**config.mk**
```make
export PLATFORM = sky130hd
export DESIGN_NAME = servo_slew_rate_positioner_core_flat
export DESIGN_NICKNAME = d
export VERILOG_FILES = /design/src/rtl/core/ssrp_pkg.sv /design/src/rtl/core/ssrp_in_if.sv /design/src/rtl/core/ssrp_out_if.sv /design/src/rtl/core/ssrp_cfg_if.sv /design/src/rtl/core/servo_slew_rate_positioner_core.sv /design/src/rtl/core/ssrp_ctrl.sv /design/src/rtl/core/ssrp_datapath.sv /design/src/flat_wrapper.sv
export SDC_FILE = /design/constraint.sdc
export NUM_CORES = 1
export LEC_CHECK = 0
export BUFFER_PORTS_ARGS = -buffer_cell sky130_fd_sc_hd__buf_2
export CAP_MARGIN = 15
export CORE_MARGIN = 5
export CORE_UTILIZATION = 32
export DETAILED_ROUTE_END_ITERATION = 6
export HOLD_SLACK_MARGIN = 0.12
export PLACE_DENSITY_LB_ADDON = 0.08
export SYNTH_ARGS = -nofsm -noshare
export SYNTH_HDL_FRONTEND = slang
export SYNTH_SLANG_ARGS = --single-unit
```
**constraint.sdc**
```tcl
create_clock -name clk_i -period 17.69 [get_ports clk_i]
set_clock_uncertainty 0.05 [all_clocks]
set_input_delay 0.8845 -clock clk_i [delete_from_list [all_inputs] [get_ports clk_i]]
set_output_delay 0.8845 -clock clk_i [all_outputs]
set_load 0.1 [all_outputs]
```
**src/rtl/core/ssrp_pkg.sv**
```systemverilog
// Shared widths, constants and controller/datapath handshake types for the servo positioner.
package ssrp_pkg;

  localparam int unsigned AngleW = 8;
  localparam int unsigned SpeedW = 10;
  localparam int unsigned TickW  = 32;
  localparam int unsigned PulseW = 12;
  localparam int unsigned CfgIdxW = 1;

  // configuration register indexes
  localparam logic [CfgIdxW-1:0] CFG_MIN_ANGLE = 1'b0;
  localparam logic [CfgIdxW-1:0] CFG_MAX_ANGLE = 1'b1;

  // input op codes
  localparam logic OP_COMMAND = 1'b0;
  localparam logic OP_UPDATE  = 1'b1;

  typedef struct packed {
    logic load;    // take the input transaction
    logic clamp;   // clamp stored target to the window
    logic mul;     // elapsed time times speed
    logic div_fl;  // floor(p/1000), saturated
    logic div_ce;  // ceil(p/1000), saturated
    logic move;    // step the current angle
    logic emit;    // write the result register
  } ssrp_cmd_t;

  typedef struct packed {
    logic at_eq;     // clamped target equals current angle
    logic out_free;  // result register can take a new result this cycle
  } ssrp_status_t;

endpackage

```
**src/rtl/core/ssrp_in_if.sv**
```systemverilog
// Input channel: command and update transactions.
interface ssrp_in_if;
  logic                              valid;
  logic                              ready;
  logic                              op;
  logic [ssrp_pkg::AngleW-1:0]       target_angle;
  logic [ssrp_pkg::SpeedW-1:0]       speed_dps;
  logic [ssrp_pkg::TickW-1:0]        now_ms;

  modport source (output valid, op, target_angle, speed_dps, now_ms, input ready);
  modport sink   (input valid, op, target_angle, speed_dps, now_ms, output ready);
endinterface

```
**src/rtl/core/ssrp_out_if.sv**
```systemverilog
// Result channel: angle, pulse width and at-target flag.
interface ssrp_out_if;
  logic                              valid;
  logic                              ready;
  logic [ssrp_pkg::AngleW-1:0]       angle;
  logic [ssrp_pkg::PulseW-1:0]       pulse_us;
  logic                              at_target;

  modport source (output valid, angle, pulse_us, at_target, input ready);
  modport sink   (input valid, angle, pulse_us, at_target, output ready);
endinterface

```
**src/rtl/core/ssrp_cfg_if.sv**
```systemverilog
// Configuration write channel.
interface ssrp_cfg_if;
  logic                               valid;
  logic                               ready;
  logic [ssrp_pkg::CfgIdxW-1:0]       index;
  logic [ssrp_pkg::AngleW-1:0]        data;

  modport source (output valid, index, data, input ready);
  modport sink   (input valid, index, data, output ready);
endinterface

```
**src/rtl/core/servo_slew_rate_positioner_core.sv**
```systemverilog
// Servo slew-rate positioner: one channel, sequencer plus datapath.
// Usage:
//   in_i   - transactions with op: command (store target angle and speed) or
//            update (one per PWM period, moves the angle toward the target).
//   out_o  - one result per input transaction: angle, pulse width in us and
//            an at-target flag, in input order.
//   cfg_i  - writes min_angle (index 0) and max_angle (index 1); always ready.
//            It must be written only while the block is idle; the block does not enforce this.
// Sequence: a command goes from acceptance straight to the result register;
//   an update is clamped and multiplied, and if its clamped target already
//   equals the angle goes on to the result; a moving update then takes the
//   floor and ceil divides on one shared reciprocal multiplier and the move
//   before the result is written. The next transaction is accepted in the
//   cycle after the result is written, so one is finished before the next.
// The result register holds a finished result while the next transaction is
//   worked on; if the receiver still stalls, the block waits before writing.
// Reset: angle and target 90, speed 360, last tick 0, window 0..180, no
//   result pending.
module servo_slew_rate_positioner_core #(
  parameter int unsigned SPEED_BITS = 10
) (
  input  logic       clk_i,
  input  logic       rst_ni,
  ssrp_in_if.sink    in_i,
  ssrp_out_if.source out_o,
  ssrp_cfg_if.sink   cfg_i
);

  ssrp_pkg::ssrp_cmd_t    cmd;
  ssrp_pkg::ssrp_status_t status;
  logic                   ctrl_ready;

  ssrp_ctrl u_ctrl (
    .clk_i      (clk_i),
    .rst_ni     (rst_ni),
    .in_valid_i (in_i.valid),
    .in_op_i    (in_i.op),
    .in_ready_o (ctrl_ready),
    .status_i   (status),
    .cmd_o      (cmd)
  );

  ssrp_datapath #(
    .SPEED_BITS (SPEED_BITS)
  ) u_datapath (
    .clk_i    (clk_i),
    .rst_ni   (rst_ni),
    .in_i     (in_i),
    .out_o    (out_o),
    .cfg_i    (cfg_i),
    .cmd_i    (cmd),
    .status_o (status)
  );

`ifndef NO_ASSERTIONS
  a_load_ready: assert property (@(posedge clk_i) disable iff (!rst_ni)
    cmd.load |-> ctrl_ready)
    else $error("transaction loaded while sequencer busy");

  a_one_step: assert property (@(posedge clk_i) disable iff (!rst_ni)
    $onehot0({cmd.load, cmd.clamp, cmd.mul, cmd.div_fl, cmd.div_ce, cmd.move, cmd.emit}))
    else $error("more than one datapath step at once");

  a_emit_busy: assert property (@(posedge clk_i) disable iff (!rst_ni)
    cmd.emit |-> !ctrl_ready)
    else $error("result written from idle");
`endif

endmodule

```
**src/rtl/core/ssrp_ctrl.sv**
```systemverilog
// Sequencer for the servo positioner: steps one transaction through the datapath.
module ssrp_ctrl (
  input  logic                   clk_i,
  input  logic                   rst_ni,
  input  logic                   in_valid_i,
  input  logic                   in_op_i,
  output logic                   in_ready_o,
  input  ssrp_pkg::ssrp_status_t status_i,
  output ssrp_pkg::ssrp_cmd_t    cmd_o
);

  typedef enum logic [2:0] {
    ST_IDLE,
    ST_CLAMP,
    ST_MUL,
    ST_DIV_FL,
    ST_DIV_CE,
    ST_MOVE,
    ST_DONE
  } state_e;

  state_e state_q, state_d;

  assign in_ready_o = (state_q == ST_IDLE);

  always_comb begin
    cmd_o        = '0;
    cmd_o.load   = (state_q == ST_IDLE) && in_valid_i;
    cmd_o.clamp  = (state_q == ST_CLAMP);
    cmd_o.mul    = (state_q == ST_MUL);
    cmd_o.div_fl = (state_q == ST_DIV_FL);
    cmd_o.div_ce = (state_q == ST_DIV_CE);
    cmd_o.move   = (state_q == ST_MOVE);
    cmd_o.emit   = (state_q == ST_DONE) && status_i.out_free;
  end

  always_comb begin
    state_d = state_q;
    case (state_q)
      ST_IDLE: begin
        if (in_valid_i) begin
          state_d = (in_op_i == ssrp_pkg::OP_UPDATE) ? ST_CLAMP : ST_DONE;
        end
      end
      ST_CLAMP:  state_d = ST_MUL;
      // equal after clamping: only the timestamp moves
      ST_MUL:    state_d = status_i.at_eq ? ST_DONE : ST_DIV_FL;
      ST_DIV_FL: state_d = ST_DIV_CE;
      ST_DIV_CE: state_d = ST_MOVE;
      ST_MOVE:   state_d = ST_DONE;
      ST_DONE: begin
        if (status_i.out_free) begin
          state_d = ST_IDLE;
        end
      end
      default:   state_d = ST_IDLE;
    endcase
  end

  always_ff @(posedge clk_i or negedge rst_ni) begin
    if (!rst_ni) begin
      state_q <= ST_IDLE;
    end else begin
      state_q <= state_d;
    end
  end

endmodule

```
**src/rtl/core/ssrp_datapath.sv**
```systemverilog
// Datapath: angle state, slew arithmetic, pulse mapping and the result register.
module ssrp_datapath #(
  parameter int unsigned SPEED_BITS = 10
) (
  input  logic                   clk_i,
  input  logic                   rst_ni,
  ssrp_in_if.sink                in_i,
  ssrp_out_if.source             out_o,
  ssrp_cfg_if.sink               cfg_i,
  input  ssrp_pkg::ssrp_cmd_t    cmd_i,
  output ssrp_pkg::ssrp_status_t status_o
);

  localparam int unsigned AW = ssrp_pkg::AngleW;
  localparam int unsigned PW = SPEED_BITS + ssrp_pkg::TickW;
  localparam int unsigned QW = 9;   // quotient saturates at 256
  localparam int unsigned DW = 18;  // dividend width below the saturation point
  localparam int unsigned RW = 19;  // reciprocal width
  localparam int unsigned RS = 28;  // reciprocal shift
  localparam int unsigned MW = DW + RW;
  localparam logic [DW-1:0] SatLimit  = DW'(256000);   // 256 * 1000
  localparam logic [RW-1:0] Recip1000 = RW'(268436);   // ceil(2^28 / 1000)
  localparam logic [DW-1:0] CeilBias  = DW'(999);
  localparam logic [QW-1:0] QSat      = QW'(256);
  localparam logic [QW-1:0] StepLimit = QW'(180);
  localparam logic [AW-1:0] AngleMax  = AW'(180);
  localparam logic [AW-1:0] ResetAngle = AW'(90);
  localparam logic [21:0]   PulseMul  = 22'(2767160);  // 95 * ceil(2^18 / 9)
  localparam logic [ssrp_pkg::PulseW-1:0] PulseBase = ssrp_pkg::PulseW'(600);

  function automatic logic [AW-1:0] clamp_angle(input logic [AW-1:0] t,
                                                 input logic [AW-1:0] mn,
                                                 input logic [AW-1:0] mx);
    logic [AW-1:0] r;
    if (t > mx) r = mx;
    else if (t < mn) r = mn;
    else r = t;
    return r;
  endfunction

  function automatic logic [ssrp_pkg::PulseW-1:0] angle_to_pulse(input logic [AW-1:0] a);
    logic [29:0] prod;
    logic [ssrp_pkg::PulseW-1:0] r;
    prod = 30'(a) * 30'(PulseMul);
    if (a > AngleMax) r = '0;
    else r = prod[29:18] + PulseBase;
    return r;
  endfunction

  // architectural state
  logic [AW-1:0]             min_q, max_q;
  logic [AW-1:0]             target_q, current_q;
  logic [SPEED_BITS-1:0]     speed_q;
  logic [ssrp_pkg::TickW-1:0] last_tick_q;
  logic                      out_valid_q;

  // per-transaction working registers
  logic                      op_q;
  logic [ssrp_pkg::TickW-1:0] now_q;
  logic [PW-1:0]             p_q;
  logic [QW-1:0]             fl_q, ce_q;
  logic [AW-1:0]             angle_q;
  logic [ssrp_pkg::PulseW-1:0] pulse_q;
  logic                      at_target_q;

  // slew arithmetic
  logic [ssrp_pkg::TickW-1:0] elapsed;
  logic [PW-1:0]             p_d;
  logic                      p_sat;
  logic [DW-1:0]             div_opnd;
  logic [MW-1:0]             div_prod;
  logic [QW-1:0]             quot;
  logic                      up;
  logic [AW-1:0]             gap_deg, step_up, step_dn, current_d;
  logic                      reached;
  logic [AW-1:0]             ref_angle;

  assign elapsed  = now_q - last_tick_q;
  assign p_d      = PW'(speed_q) * PW'(elapsed);
  assign p_sat    = (p_q >= PW'(SatLimit));
  // one reciprocal multiplier shared by the floor and ceil passes
  assign div_opnd = cmd_i.div_ce ? (p_q[DW-1:0] + CeilBias) : p_q[DW-1:0];
  assign div_prod = MW'(div_opnd) * MW'(Recip1000);
  assign quot     = p_sat ? QSat : div_prod[MW-1:RS];

  assign up      = (target_q > current_q);
  assign gap_deg = up ? (target_q - current_q) : (current_q - target_q);
  assign reached = (fl_q >= QW'(gap_deg));

  always_comb begin
    step_up = (fl_q > StepLimit) ? StepLimit[AW-1:0] : fl_q[AW-1:0];
    step_dn = (ce_q > StepLimit) ? StepLimit[AW-1:0] : ce_q[AW-1:0];
    if (step_dn > gap_deg) step_dn = gap_deg;
    if (reached) current_d = target_q;
    else if (up) current_d = current_q + step_up;
    else current_d = current_q - step_dn;
  end

  // a command stores the raw target; compare against its clamped value
  assign ref_angle = (op_q == ssrp_pkg::OP_UPDATE) ? target_q
                                                   : clamp_angle(target_q, min_q, max_q);

  assign status_o.at_eq    = (target_q == current_q);
  assign status_o.out_free = !out_valid_q || out_o.ready;

  assign in_i.ready  = cmd_i.load;
  assign cfg_i.ready = 1'b1;

  assign out_o.valid     = out_valid_q;
  assign out_o.angle     = angle_q;
  assign out_o.pulse_us  = pulse_q;
  assign out_o.at_target = at_target_q;

  always_ff @(posedge clk_i or negedge rst_ni) begin
    if (!rst_ni) begin
      min_q       <= '0;
      max_q       <= AngleMax;
      target_q    <= ResetAngle;
      current_q   <= ResetAngle;
      speed_q     <= SPEED_BITS'(360);
      last_tick_q <= '0;
      out_valid_q <= 1'b0;
    end else begin
      if (cfg_i.valid) begin
        case (cfg_i.index)
          ssrp_pkg::CFG_MIN_ANGLE: min_q <= cfg_i.data;
          ssrp_pkg::CFG_MAX_ANGLE: max_q <= cfg_i.data;
          default: ;
        endcase
      end
      if (cmd_i.load && (in_i.op == ssrp_pkg::OP_COMMAND)) begin
        target_q <= in_i.target_angle;
        speed_q  <= SPEED_BITS'(in_i.speed_dps);
      end
      if (cmd_i.clamp) target_q <= clamp_angle(target_q, min_q, max_q);
      if (cmd_i.mul) last_tick_q <= now_q;
      if (cmd_i.move) current_q <= current_d;
      if (cmd_i.emit) out_valid_q <= 1'b1;
      else if (out_o.ready) out_valid_q <= 1'b0;
    end
  end

  always_ff @(posedge clk_i) begin
    if (cmd_i.load) begin
      op_q  <= in_i.op;
      now_q <= in_i.now_ms;
    end
    if (cmd_i.mul) p_q <= p_d;
    if (cmd_i.div_fl) fl_q <= quot;
    if (cmd_i.div_ce) ce_q <= quot;
    if (cmd_i.emit) begin
      angle_q     <= current_q;
      pulse_q     <= angle_to_pulse(current_q);
      at_target_q <= (current_q == ref_angle);
    end
  end

`ifndef NO_ASSERTIONS
  a_emit_free: assert property (@(posedge clk_i) disable iff (!rst_ni)
    cmd_i.emit |-> (!out_valid_q || out_o.ready))
    else $error("result written while result register is held");

  a_ceil_floor: assert property (@(posedge clk_i) disable iff (!rst_ni)
    cmd_i.div_ce |=> (fl_q <= ce_q) && (ce_q <= fl_q + QW'(1)))
    else $error("ceil and floor quotients disagree");

  a_move_up: assert property (@(posedge clk_i) disable iff (!rst_ni)
    (cmd_i.move && (target_q > current_q)) |=>
      (current_q <= $past(target_q)) && (current_q >= $past(current_q)))
    else $error("upward move overshot or reversed");

  a_move_dn: assert property (@(posedge clk_i) disable iff (!rst_ni)
    (cmd_i.move && (target_q < current_q)) |=>
      (current_q >= $past(target_q)) && (current_q <= $past(current_q)))
    else $error("downward move overshot or reversed");
`endif

endmodule
```
**src/flat_wrapper.sv**
```systemverilog
// flat-port wrapper written by rule: the top's interface ports become plain ports
module servo_slew_rate_positioner_core_flat 
#(
  parameter int unsigned SPEED_BITS = 10
)
  (clk_i, rst_ni, in_i_valid, in_i_op, in_i_target_angle, in_i_speed_dps, in_i_now_ms, in_i_ready, out_o_valid, out_o_angle, out_o_pulse_us, out_o_at_target, out_o_ready, cfg_i_valid, cfg_i_index, cfg_i_data, cfg_i_ready);
  ssrp_in_if in_i_i ();
  ssrp_out_if out_o_i ();
  ssrp_cfg_if cfg_i_i ();
  input  logic clk_i;
  input  logic rst_ni;
  input wire logic [$bits(in_i_i.valid)-1:0] in_i_valid;
  input wire logic [$bits(in_i_i.op)-1:0] in_i_op;
  input wire logic [$bits(in_i_i.target_angle)-1:0] in_i_target_angle;
  input wire logic [$bits(in_i_i.speed_dps)-1:0] in_i_speed_dps;
  input wire logic [$bits(in_i_i.now_ms)-1:0] in_i_now_ms;
  output wire logic [$bits(in_i_i.ready)-1:0] in_i_ready;
  output wire logic [$bits(out_o_i.valid)-1:0] out_o_valid;
  output wire logic [$bits(out_o_i.angle)-1:0] out_o_angle;
  output wire logic [$bits(out_o_i.pulse_us)-1:0] out_o_pulse_us;
  output wire logic [$bits(out_o_i.at_target)-1:0] out_o_at_target;
  input wire logic [$bits(out_o_i.ready)-1:0] out_o_ready;
  input wire logic [$bits(cfg_i_i.valid)-1:0] cfg_i_valid;
  input wire logic [$bits(cfg_i_i.index)-1:0] cfg_i_index;
  input wire logic [$bits(cfg_i_i.data)-1:0] cfg_i_data;
  output wire logic [$bits(cfg_i_i.ready)-1:0] cfg_i_ready;
  assign in_i_i.valid = in_i_valid;
  assign in_i_i.op = in_i_op;
  assign in_i_i.target_angle = in_i_target_angle;
  assign in_i_i.speed_dps = in_i_speed_dps;
  assign in_i_i.now_ms = in_i_now_ms;
  assign in_i_ready = in_i_i.ready;
  assign out_o_valid = out_o_i.valid;
  assign out_o_angle = out_o_i.angle;
  assign out_o_pulse_us = out_o_i.pulse_us;
  assign out_o_at_target = out_o_i.at_target;
  assign out_o_i.ready = out_o_ready;
  assign cfg_i_i.valid = cfg_i_valid;
  assign cfg_i_i.index = cfg_i_index;
  assign cfg_i_i.data = cfg_i_data;
  assign cfg_i_ready = cfg_i_i.ready;
  servo_slew_rate_positioner_core #(.SPEED_BITS(SPEED_BITS)) u_core (.clk_i(clk_i), .rst_ni(rst_ni), .in_i(in_i_i), .out_o(out_o_i), .cfg_i(cfg_i_i));
endmodule
```
; ---- Word level (Yosys, flattened, before mapping)
; Cells that the tools add are included.
[word_totals]
latch_bits = 0
in_bits = 65
n_memories = 0
wordCells = 78
output_inout_bits = 24
rom_bits = 0
reg_bits = 192
mem_bits_rw = 0
[op_classes]
addsub = 7
div = 0
n_mux = 20
mul = 3
n_reduce_logical = 11
n_lt_le_gt_ge = 9
n_shift = 0
n_eq_ne = 10
n_bitwise = 2
[ops]
columns = cell, count
row1 = $mux W8, 11
row2 = $ge A42 B18 Y1 const B, 1
row3 = $mul A10 B32 Y42, 1
row4 = $mul A18 B17 Y35 const B, 1
row5 = $sub A32 B32 Y32, 1
row6 = $mul A8 B19 Y27 const B, 1
row7 = $gt A8 B8 Y1, 3
row8 = $sub A8 B8 Y8, 3
row9 = $pmux W3 S7, 1
row10 = $add A18 B10 Y18 const B, 1
row11 = $gt A9 B8 Y1 const B, 2
row12 = $mux W18, 1
row13 = $eq A8 B8 Y1, 2
row14 = $add A12 B10 Y12 const B, 1
row15 = $mux W3, 4
row16 = $eq A3 B3 Y1 const B, 3
row17 = $ge A9 B8 Y1, 1
row18 = $mux W9, 1
row19 = $add A8 B8 Y8, 1
row20 = $gt A8 B8 Y1 const B, 1
row21 = $lt A8 B8 Y1, 1
row22 = $eq A3 B2 Y1 const B, 2
row23 = $reduce_and A2 Y1, 3
row24 = $ne A2 B2 Y1 const B, 2
row25 = 8 further kinds, 13

; ---- Longest topological paths before layout
[depth]
word_depth = 7
mapped_depth = 36
depth_no_buf = 33

; ---- By module
; Synthesis repeated with hierarchy kept, for this count alone.
[hier_totals]
hier_cells = 2838
area_unflattened_um2 = 27197.3
[by_module_without_submodules]
columns = module, area_per_inst_um2, n_inst, seq_area_each_um2, cells_each
row1 = ssrp_datapath, 26963.4, 1, 5320.1, 2808
row2 = ssrp_ctrl, 234.0, 1, 75.1, 30

; ---- Least setup slack after synthesis
; No wires, ideal clock.
[synth_path]
kind = input -> register
from = in in_i_valid
to = reg u_core.u_datapath.speed_q[7]
setup_slack_ps = 8776
stages = 5
arrival_ps = 8739
required_time_ps = 17515
n_path_buf = 2
setup_ps = 125
path_cell_list = nor4b_1 > nor2b_1 > clkbuf_1 > clkbuf_1 > mux2_2
[synth_between]
elab_chain_cells = 2
[synth_lines]
columns = item, line_no
row1 = "start, declared", flat_wrapper.sv:12  ; input wire logic [$bits(in_i_i.valid)-1:0] in_i_valid;
row2 = $logic_and A1 B1 Y1, ssrp_ctrl.sv:28  ; cmd_o.load = (state_q == ST_IDLE) && in_valid_i;
row3 = $logic_and A1 B1 Y1, ssrp_datapath.sv:131  ; if (cmd_i.load && (in_i.op == ssrp_pkg::OP_COMMAND)) begin
row4 = "end signal, assigned", ssrp_datapath.sv:133  ; speed_q <= SPEED_BITS'(in_i.speed_dps);
row5 = "end, declared", ssrp_datapath.sv:53  ; logic [SPEED_BITS-1:0] speed_q;
; Every way passes these cells.
; A chain may end at the register's enable or synchronous reset.

; ---- Final worst setup path
[layout_path]
from = reg u_core.u_datapath.last_tick_q[0] (netlist name)
to = reg u_core.u_datapath.p_q[40], data pin
[layout_between]
elab_chain_cells = 2
[layout_lines]
columns = item, line_no
row1 = "start, declared", ssrp_datapath.sv:54  ; logic [ssrp_pkg::TickW-1:0] last_tick_q;
row2 = "start signal, assigned", ssrp_datapath.sv:136  ; if (cmd_i.mul) last_tick_q <= now_q;
row3 = $sub A32 B32 Y32, ssrp_datapath.sv:78  ; assign elapsed = now_q - last_tick_q;
row4 = $mul A10 B32 Y42, ssrp_datapath.sv:79  ; assign p_d = PW'(speed_q) * PW'(elapsed);
row5 = via u_core.u_datapath.p_d[40], ssrp_datapath.sv:68  ; logic [PW-1:0] p_d;
row6 = "end signal, assigned", ssrp_datapath.sv:148  ; if (cmd_i.mul) p_q <= p_d;
row7 = "end, declared", ssrp_datapath.sv:60  ; logic [PW-1:0] p_q;
; The timed path passes the listed nets, and every way through them passes these cells.

==> results.json <==
{
  "r2r-end": "u_core.u_datapath.p_q[40]",
  "area_growth_syn_to_layout_pct": 8.79,
  "grt_usage_pct": 16.0,
  "antenna_found_initial": 1,
  "fin_cells": 4063,
  "die_area_um2": 91100,
  "maxCapViolations": 0,
  "finalHoldViolations": 0,
  "ios": 89,
  "core_area_um2": 84900,
  "fmax_ghz": 0.111,
  "synth_edf_count": 114,
  "synth_nets": 3611,
  "ys_async_sr_fraction_pct": 40.6,
  "synth-seq-cells": 192,
  "ys_dominant_reg_cell": "edfxtp_1",
  "finalSetupViolCount": 0,
  "yosys.cell_types.count": 85,
  "r2r_setup_slack_ns": 8.65,
  "critPathMaxFanout": 10,
  "fin_nets": 3667,
  "slowest_delay_ns": 0.63,
  "rsz0062_at_grt": "no",
  "period_share_pct": 51.1,
  "cts_tree": "yes",
  "crit_required_ns": 17.87,
  "final_util_pct": 34.9,
  "gp_congestion": 0.845,
  "r2r_cells": 31,
  "cp_common_cell": "fa_1",
  "holdCritPathClass": "input pin to async pin",
  "final_antenna_net_count": 0,
  "drtPass1Iterations": 5,
  "path_clk_slew_ns": 0.08,
  "synthCells": 2848,
  "hold_slack_ns": 0.301,
  "place_hpwl_um": 56400,
  "r2r_start": "u_core.u_datapath.last_tick_q[0]",
  "final_cell_mix": "inv_1 (466), ha_1 (384), fa_1 (314)",
  "avgSynthCellArea_um2": 9.57,
  "grt_max_degree": 78,
  "rows": 107,
  "arrival_ns": 9.22,
  "cts_resized": 0,
  "setup_tns_ns": 0,
  "yosys_warnings": 0,
  "avgViaCountPerCell": 4.81,
  "drive_gt1_share_pct": 8.02,
  "io_buffers": 87,
  "wirelength_um": 70200,
  "critPathLaunchType": "flop",
  "tightest_slew_ns": 1.11,
  "slew_violations": 0,
  "slew_headroom_pct": 25.4,
  "die_y_um": 302,
  "wl_per_cell_um": 17.3,
  "cts_setup_buffers": 0,
  "place_inst": 4029,
  "seq_area_frac_synth_pct": 19.8,
  "grt_pass1_wl_um": 116000,
  "period_minus_slack_ns": 9.04,
  "vias": 19500,
  "cts_inserted_buffers": 17,
  "drc": 0,
  "crit_path_top_delay_cell": "xor2_1",
  "clk_latency_ns": 0.49,
  "status": "finished, final reports clean",
  "synth_area_um2": 27200,
  "hold_buffers": 0,
  "worst_setup_path_end_kind": "flop",
  "crit_type": "flop to flop",
  "final_common_cell": "inv_1",
  "cts.path.max_buffers": 2,
  "grt_pass1_vias": 21300,
  "cts.sinks": 192,
  "die_w_um": 302,
  "cts_max_level": 4,
  "overflow": 0,
  "cts-root-buf": "clkbuf_16",
  "drt_iter0_drc": 711,
  "nFillCells": 8766,
  "start_util_pct": 32.1
}
==> state kept, by name (all words and copies together), names as in the netlist, 3 cells and up <==
| signal | flops |
|---|---|
| u_core.u_datapath.now_q | 32 |
| u_core.u_datapath.current_q | 8 |
| u_core.u_datapath.min_q | 8 |
| u_core.u_datapath.out_o.angle | 8 |
| u_core.u_datapath.out_o.pulse_us | 12 |
| u_core.u_ctrl.state_q | 3 |
| u_core.u_datapath.target_q | 8 |
| u_core.u_datapath.ce_q | 9 |
| u_core.u_datapath.last_tick_q | 32 |
| u_core.u_datapath.max_q | 8 |
| u_core.u_datapath.speed_q | 10 |
| u_core.u_datapath.p_q | 42 |
| u_core.u_datapath.fl_q | 9 |
==> Yosys cell counts, types with 16 or more instances <==
cell      count  area share, %
nor3_1       21           0.39
nand2b_1     44            1.0
nor2_1      116            1.6
mux2i_1      25           0.92
xor2_1       46            1.5
nor2b_1      33           0.76
a21oi_1     109            2.0
inv_1       466            6.4
xnor2_1      69            2.2
and2_1      141            3.2
edfxtp_1    114             13
and3_1       25           0.57
o31ai_1      18           0.50
mux2_2       33            1.4
o21ai_0     109            2.0
clkbuf_1     69           0.95
dfrtp_1      62            5.7
fa_1        314             23
ha_1        384             18
nor3b_1      16           0.44
a211oi_1     16           0.44
a21o_1       73            2.0
a31oi_1      18           0.41
o21a_1       16           0.44
nand2_1     253            3.5
nand3_1      45           0.83
dfstp_2      16            1.5
==> metrics by stage <==
step / area (µm²) / setup WS, ns
after global placement: 29000 / 8.78
final: 29600 / 8.65
after CTS: 29600 / 8.59
after global routing: 29600 / 7.98
after detailed placement: 29000 / 8.65
after floorplan: 27200 / 8.78
==> cell type report <==
class                           count  area, µm²  share of cell area, %
Antenna cell                        2       5.00                 0.0169
Clock buffer                       18        439                   1.48
Clock inverter                     14        166                  0.561
Inverter                          466       1750                   5.90
Multi-Input combinational cell   2113      19800                   66.8
Sequential cell                   192       5400                   18.2
Tap cell                         1144       1430                   4.83
Timing Repair Buffer              114        641                   2.16
==> metal layers <==
metal  wire length [µm]  up-vias  GRT usage [%]
met3               1840       50           1.67
met5                  0        -              0
met2              32900      261           27.2
met4                719        0           2.90
met1              34700     9637           22.3
li1                   -     9599              -
==> how the worst max path moves through the flow <==
stage | from | endpoint | slack, ns | depth (start not counted)
2_1_floorplan | in_i_valid | u_core.u_datapath.speed_q[7] | 8.78 | 5
3_3_place_gp | u_core.u_datapath.last_tick_q[0] | u_core.u_datapath.p_q[40] | 8.78 | 31
3_5_place_dp | u_core.u_datapath.last_tick_q[0] | u_core.u_datapath.p_q[40] | 8.65 | 31
4_1_cts | u_core.u_datapath.last_tick_q[0] | u_core.u_datapath.p_q[40] | 8.59 | 31
5_1_grt | u_core.u_datapath.last_tick_q[0] | u_core.u_datapath.p_q[40] | 7.98 | 31
6_report | u_core.u_datapath.last_tick_q[0] | u_core.u_datapath.p_q[40] | 8.65 | 31
==> kinds of logic after synthesis <==
logic type	count (synthesis)	share of synthesized area, %
DFF	192	19.8
muxes	59	2.32
adders and majority gates	698	40.7
AOI/OAI and AO/OA	478	11.7
buffers and inverters	543	7.58
xor gates and xnor gates	115	3.70
and+or+nand+nor	762	14.2
other	1	0.0138
==> critical path: cells and delay by family, from the launching register on <==
family	cells	cell delay, ns
AO/OA/AOI/OAI	14	3.26
adder cells (fa/ha/maj)	8	3.57
buffers and inverters	3	0.14
flip-flops	1	0.38
AND/OR/NAND/NOR	4	0.63
XOR/XNOR	2	0.71
Power is not shown: default switching activity piles up to over one toggle a cycle in this logic, so the estimate is an artifact.
